[src/rtl/ipv4lpm_pkg.sv]
// Shared types, constants and helpers for the IPv4 longest-prefix-match route table.
package ipv4lpm_pkg;

	localparam int DEF_ENTRIES = 64;

	localparam logic       MODE_INSERT = 1'b0;
	localparam logic       MODE_LOOKUP = 1'b1;
	localparam logic [5:0] PREFIX_MAX  = 6'd32;

	typedef struct packed {
		logic        mode;
		logic [31:0] address;
		logic [5:0]  prefix_length;
		logic [31:0] table_number;
		logic [31:0] source_address;
		logic [31:0] gateway_address;
		logic [15:0] path_mtu;
		logic        link_up;
	} req_t;

	typedef struct packed {
		logic        match_found;
		logic [31:0] result_source;
		logic [31:0] result_gateway;
		logic [15:0] result_mtu;
		logic        table_full;
	} rsp_t;

	// one stored route
	typedef struct packed {
		logic [31:0] dest;
		logic [5:0]  prefix;
		logic [31:0] table_num;
		logic [31:0] source;
		logic [31:0] gateway;
		logic [15:0] mtu;
		logic        link_up;
	} entry_t;

	// controller -> datapath
	typedef struct packed {
		logic load;   // latch request, clear result and scan pointer
		logic write;  // append latched route (or flag full)
		logic rd_en;  // read entry at scan pointer, advance pointer
	} cmd_t;

	// datapath -> controller
	typedef struct packed {
		logic empty;      // no stored entries
		logic scan_last;  // scan pointer sits on the last stored entry
	} status_t;

	// top len bits set; len of 32 or more gives all ones
	function automatic logic [31:0] prefix_mask(input logic [5:0] len);
		prefix_mask = ~(32'hFFFF_FFFF >> len);
	endfunction

endpackage

[src/rtl/ipv4lpm_ctrl.sv]
// Sequencer for insert and lookup transactions of the route table.
module ipv4lpm_ctrl (
	input  logic                  clk,
	input  logic                  arst_n,
	input  logic                  start,
	input  logic                  mode,
	input  ipv4lpm_pkg::status_t  status,
	output ipv4lpm_pkg::cmd_t     cmd,
	output logic                  busy,
	output logic                  done
);
	import ipv4lpm_pkg::*;

	localparam logic [2:0] ST_IDLE   = 3'd0;
	localparam logic [2:0] ST_INSERT = 3'd1;
	localparam logic [2:0] ST_SCAN   = 3'd2;
	localparam logic [2:0] ST_DRAIN  = 3'd3;
	localparam logic [2:0] ST_RESP   = 3'd4;

	logic [2:0] state_q;
	logic [2:0] state_nxt;

	always_comb begin
		state_nxt = state_q;
		cmd       = '0;
		unique case (state_q)
			ST_IDLE: begin
				if (start) begin
					cmd.load = 1'b1;
					if (mode == MODE_INSERT)
						state_nxt = ST_INSERT;
					else if (status.empty)
						state_nxt = ST_RESP;
					else
						state_nxt = ST_SCAN;
				end
			end
			ST_INSERT: begin
				cmd.write = 1'b1;
				state_nxt = ST_RESP;
			end
			ST_SCAN: begin
				cmd.rd_en = 1'b1;
				if (status.scan_last)
					state_nxt = ST_DRAIN;
			end
			ST_DRAIN: begin
				// last read entry is compared during this cycle
				state_nxt = ST_RESP;
			end
			ST_RESP: begin
				state_nxt = ST_IDLE;
			end
			default: begin
				state_nxt = ST_IDLE;
			end
		endcase
	end

	always_ff @(posedge clk or negedge arst_n) begin
		if (!arst_n)
			state_q <= ST_IDLE;
		else
			state_q <= state_nxt;
	end

	assign busy = (state_q != ST_IDLE);
	assign done = (state_q == ST_RESP);

endmodule

[config.mk]
export PLATFORM = sky130hd
export DESIGN_NAME = ipv4lpm_ctrl
export DESIGN_NICKNAME = d
export VERILOG_FILES = /design/src/rtl/ipv4lpm_pkg.sv /design/src/rtl/ipv4lpm_ctrl.sv
export SDC_FILE = /design/constraint.sdc
export NUM_CORES = 1
export LEC_CHECK = 0
export ABC_AREA = 1
export BUFFER_PORTS_ARGS = -buffer_cell sky130_fd_sc_hd__buf_2
export CORE_AREA = 2 2 39 41
export CTS_BUF_LIST = sky130_fd_sc_hd__clkbuf_16
export CTS_CLUSTER_DIAMETER = 120
export CTS_CLUSTER_SIZE = 8
export DETAILED_ROUTE_END_ITERATION = 8
export DIE_AREA = 0 0 41 43
export HOLD_SLACK_MARGIN = 0.12
export PLACE_DENSITY = 0.33
export SYNTH_ARGS = -nofsm -noshare
export SYNTH_HDL_FRONTEND = slang
export SYNTH_SLANG_ARGS = --single-unit
[constraint.sdc]
create_clock -name clk -period 1.1 [get_ports clk]
set_input_delay 0 -clock clk [delete_from_list [all_inputs] [get_ports clk]]
set_output_delay 0 -clock clk [all_outputs]
set_load 0.1 [all_outputs]
==> results of run 1 <==
worst max-delay path: cells and delay by family, from the launching register on:
family | cells | cell delay [ps]
buffers and inverters | 3 | 440
flip-flops | 1 | 390
AND/OR/NAND/NOR | 2 | 160
synthesized netlist by cell type:
cell     count  area share
a21oi_1      1       0.023
dfrtp_1      3        0.35
inv_1        4       0.070
inv_2        3       0.053
nand2_1      4       0.070
nand2_2      3       0.088
nand3_1      1       0.023
nand3_2      1       0.047
nand4_1      1       0.029
nor2_1       4       0.070
nor2_2       2       0.058
nor2_4       1       0.053
nor3_1       1       0.023
o21ai_2      1       0.041
what timing repair did:
item	CTS	global route
setup endpoints to repair	6	8
hold buffers	5	0
setup buffers	3	0
hold endpoints to repair	6	0
pin swaps	4	1
gates resized for setup	2	2
cell type report:
| type | count | area, um2 | share of cell area |
|---|---|---|---|
| Timing Repair Buffer | 20 | 233 | 0.384 |
| Multi-Input combinational cell | 20 | 165 | 0.272 |
| Sequential cell | 3 | 77.6 | 0.128 |
| Clock buffer | 3 | 75.1 | 0.124 |
| Inverter | 7 | 32.5 | 0.0536 |
| Tap cell | 16 | 20.0 | 0.0330 |
| Clock inverter | 1 | 3.75 | 0.00619 |
routing by layer:
layer | track usage | up-vias | share of wire
met5 | 0 | - | 0
met4 | 0.0800 | 0 | 0.033
li1 | - | 138 | -
met3 | 0.0209 | 2 | 0.037
met2 | 0.172 | 8 | 0.57
met1 | 0.107 | 126 | 0.36
per-stage QoR:
| stage | worst slack, ps | utilization | cell area (um2) | instances | TNS, ps |
|---|---|---|---|---|---|
| 6_report | -128 | 0.439 | 607 | 70 | -657 |
| 5_1_grt | -172 | 0.439 | 607 | 70 | -1000 |
| 4_1_cts | -123 | 0.432 | 598 | 70 | -643 |
| 3_5_place_dp | -3.19 | 0.309 | 428 | 58 | -3.19 |
| 3_3_place_gp | 2.55 | 0.309 | 428 | 58 | 0 |
| 2_1_floorplan | -253 | - | 268 | 30 | -601 |
kinds of logic after synthesis:
logic type	share of synthesized area
compound gates	0.0643
buf+inv	0.123
flops	0.351
simple gates	0.462
path summary, 6_finish.rpt:
kind | start | endpoint | slack, ps | cells past startpoint
worst max-delay path | state_q[2] | cmd[2] | -130 | 5
worst min-delay path | start | state_q[0] | 230 | 5
worst max register to register | state_q[2] | state_q[0] | -70 | 7
worst min register to register | state_q[0] | state_q[1] | 640 | 3
max in group asynchronous | arst_n | state_q[1] | 280 | 3
min in group asynchronous | arst_n | state_q[0] | 660 | 3
==> impl_metrics.py, run 1 <==
metrics = {
    "outcome": {
        "outcome": "complete, but fails checks",
        "violations": "setup timing",
    },
    "die": {
        "die_y_um": 43,
        "rows": 14,
        "coreArea_um2": 1380,
        "fp.dieW_um": 41,
        "io_pins": 11,
        "initial_core_util": 0.155,
        "dieArea_um2": 1760,
    },
    "worst_setup_path": {
        "cp_slowest_cell": "dfrtp_1",
        "worstPathArrival_ps": 1230,
        "crit_fanout": 5,
        "crit_chain": "clkinvlp_4 -> buf_12 -> nand2_8 -> nor2_4 -> buf_12",
        "cp.required_ps": 1100,
        "critPathMostFrequentCell": "buf_12",
        "slowest_delay_ps": 390,
        "critPathLaunchType": "flip-flop",
        "worstSetupPathType": "flip-flop to output pin",
        "critPathCaptureType": "output pin",
    },
    "cts": {
        "cts_root_buffer": "clkbuf_16",
        "insertion_delay_ps": 230,
        "clkSinkCount": 3,
        "clock_path_buffers": 2,
        "htreeDepth": 1,
        "cts_buffers": 3,
        "cts_tree": "done",
        "cts.reportedPaths.clkPinSlew_ps": 30,
    },
    "yosys": {
        "ys_ff_latch": 3,
        "ys_seq_area_frac": 0.351,
        "syn_avg_cell_area_um2": 7.13,
        "synth_cell_types": 14,
        "synth_fp_nets": 36,
        "netlist_instances": 30,
        "synth.cell_area_um2": 214,
        "yosys_warnings": 0,
    },
    "sta": {
        "hold_viol_final": 0,
        "rsz0062_at_grt": "true",
        "relSlewSlack": 0.879,
        "fin_ws_ps": -128,
        "slew_violations": 0,
        "fmax_mhz": 814,
        "final.setup_skew_ps": 1.40,
        "holdWs_ps": 234,
        "tightest_slew_ps": 182,
        "fin_crit_sh": 1.12,
        "setup_viol": 7,
        "fin_crit_ps": 1230,
    },
    "detailed_routing": {
        "viasPerCell": 3.91,
        "drt-initial-drc-count": 5,
        "dr.pass1.iters": 2,
        "post-route-drc-count": 0,
        "drt.antenna.violating_nets": 0,
        "wl_um": 676,
        "dr_total_vias": 274,
        "wl_per_cell_um": 9.66,
    },
    "layout": {
        "fillers": 139,
        "largest_register": "state_q",
        "antennaDiodeCount": 0,
        "area_growth_pct": 184,
        "final_cell_mix": "buf_12 (6), dlygate4sd3_1 (5), buf_2 (5)",
        "finish.net_count": 61,
        "top_regs": "state_q (3)",
        "layout_commonest_cell": "buf_12",
        "drive_gt1_frac": 0.667,
        "largest_register_ffs": 3,
    },
    "place": {
        "portBuffers": 10,
        "gp_congestion": 0.698,
        "hpwl_um": 491,
    },
    "global_route": {
        "grt_pass1_wl_um": 1230,
        "grt_pass1_vias": 300,
        "overflow": 0,
        "antenna_found_initial": 0,
        "track_usage": 0.105,
        "grt_max_degree": 6,
    },
    "flow_run": {
        "drv_cap": 0,
    },
    "hold_path": {
        "hp-class": "primary input to flip-flop",
    },
}
Power of run 1 is left out: the tool's default activity adds up to more than one toggle a clock period on the data nets, which glitch-free logic cannot reach.
==> run 2, diff against run 1 <==
--- a/config.mk
+++ b/config.mk
@@ -14,6 +14,7 @@
 export DETAILED_ROUTE_END_ITERATION = 8
 export DIE_AREA = 0 0 41 43
 export HOLD_SLACK_MARGIN = 0.12
+export MAX_ROUTING_LAYER = met4
 export PLACE_DENSITY = 0.33
 export SYNTH_ARGS = -nofsm -noshare
 export SYNTH_HDL_FRONTEND = slang
==> run 2 against run 1 <==
Against the previous run: the run still ends with setup timing left; critical path type unchanged; routed wire length unchanged; via count unchanged; clock-buffer cell count unchanged; cell area unchanged; non-clock buffer count is the same; flip-flop and latch count did not move; first-iteration DRC count unchanged; hold slack unchanged; global-route usage increased by 0.26 points; highest routed layer unchanged.
==> impl_metrics.py, run 2 (synthesized netlist as in run 1, its figures left out) <==
metrics = {
    "hold_path": {
        "worstHoldStart": "start",
        "hp-class": "primary input to flip-flop",
    },
    "die": {
        "initial_core_util": 0.155,
        "coreArea_um2": 1380,
        "rows": 14,
        "die_y_um": 43,
        "fp.dieW_um": 41,
        "io_pins": 11,
        "dieArea_um2": 1760,
    },
    "worst_setup_path": {
        "crit_buf_inv": 3,
        "worstPathArrival_ps": 1230,
        "crit_start": "state_q[2]",
        "cp_slowest_cell": "dfrtp_1",
        "critPathCaptureType": "output pin",
        "crit_fanout": 5,
        "cp.required_ps": 1100,
        "critPathMostFrequentCell": "buf_12",
        "reg2reg_slack_ps": -70,
        "r2r-start": "state_q[2]",
        "crit_chain": "clkinvlp_4 -> buf_12 -> nand2_8 -> nor2_4 -> buf_12",
        "critPathTopFamily": "buffers and inverters",
        "critPathLaunchType": "flip-flop",
        "slowest_delay_ps": 390,
        "worstSetupPathType": "flip-flop to output pin",
    },
    "sta": {
        "fin_crit_sh": 1.12,
        "fin_ws_ps": -128,
        "final.setup_skew_ps": 1.40,
        "setup_tns_ps": -657,
        "fmax_mhz": 814,
        "fin_crit_ps": 1230,
        "slew_violations": 0,
        "setup_viol": 7,
        "tightest_slew_ps": 182,
        "rsz0062_at_grt": "true",
        "hold_viol_final": 0,
        "relSlewSlack": 0.879,
    },
    "layout": {
        "fin_area_um2": 607,
        "largest_register_ffs": 3,
        "final_cell_mix": "buf_12 (6), dlygate4sd3_1 (5), buf_2 (5)",
        "fin_util": 0.439,
        "drive_gt1_frac": 0.667,
        "layout_commonest_cell": "buf_12",
        "area_growth_pct": 184,
        "largest_register": "state_q",
        "top_regs": "state_q (3)",
        "antennaDiodeCount": 0,
        "finish.net_count": 61,
    },
    "global_route": {
        "top_usage_layer": "met2",
        "antenna_found_initial": 0,
        "use_met3": 0.0157,
        "grt_pass1_wl_um": 1230,
        "grt_use_met2": 0.172,
        "track_usage": 0.107,
        "overflow": 0,
        "grt_pass1_vias": 300,
        "grtUsageMet1": 0.110,
        "grt_max_degree": 6,
    },
    "outcome": {
        "violations": "setup timing",
        "outcome": "complete, but fails checks",
    },
    "cts": {
        "htreeDepth": 1,
        "cts_root_buffer": "clkbuf_16",
        "insertion_delay_ps": 230,
        "clock_path_buffers": 2,
        "cts.reportedPaths.clkPinSlew_ps": 30,
        "cts_buffers": 3,
        "cts_tree": "done",
        "clkSinkCount": 3,
    },
    "detailed_routing": {
        "drt-initial-drc-count": 5,
        "viasPerCell": 3.91,
        "dr_total_vias": 274,
        "post-route-drc-count": 0,
        "wl_um": 676,
        "wl_per_cell_um": 9.66,
        "dr.pass1.iters": 2,
        "drt.antenna.violating_nets": 0,
    },
    "place": {
        "gp_congestion": 0.706,
        "postPlaceCellArea_um2": 428,
        "hpwl_um": 491,
        "portBuffers": 10,
    },
    "flow_run": {
        "drv_cap": 0,
    },
}
==> run 2: cell counts in the layout (fill, tap and decap cells not counted) <==
No cell type changed its count.
==> run 2: layout make-up <==
| type | instances | area, um2 |
|---|---|---|
| fillers | 139 | 777 |
| repair buffers | 20 | 233 |
| multi-input cells | 20 | 165 |
| flip-flops and latches | 3 | 77.6 |
| clock buffers | 3 | 75.1 |
| inverters | 7 | 32.5 |
| well taps | 16 | 20.0 |
| clock inverters | 1 | 3.75 |
==> run 2: per-stage QoR <==
step	std cells	setup WS [ps]	hold slack (ps)
after global routing	70	-172	286
final	70	-128	234
after detailed placement	58	-3.19	-204
after CTS	70	-123	242
after floorplan	30	-253	-296
after global placement	58	2.55	-207
==> run 2: repair_timing <==
item	CTS	global route
endpoints found under the setup margin	6	8
resized for setup	2	2
pin swaps	4	1
buffers inserted	3	0
hold buffers	5	0
endpoints found under the hold margin	6	0
==> run 2: metal layers <==
layer	wire length (um)	share of wire
met1	248	0.37
met2	385	0.57
met3	19	0.028
met4	22	0.033
met5	0	0
==> run 2: path summary, 6_finish.rpt <==
path / end / depth (start not counted)
min in group asynchronous: state_q[0] / 3
worst max register to register: state_q[0] / 7
worst max-delay path: cmd[2] / 5
worst min register to register: state_q[1] / 3
worst min-delay path: state_q[0] / 5
max in group asynchronous: state_q[1] / 3
==> run 2: tightest hold or removal path, delay by kind of cell <==
family	cells	cell delay, ps
AND/OR/NAND/NOR	3	280
buffers and inverters	2	130
Power of run 2 is left out for the same reason.
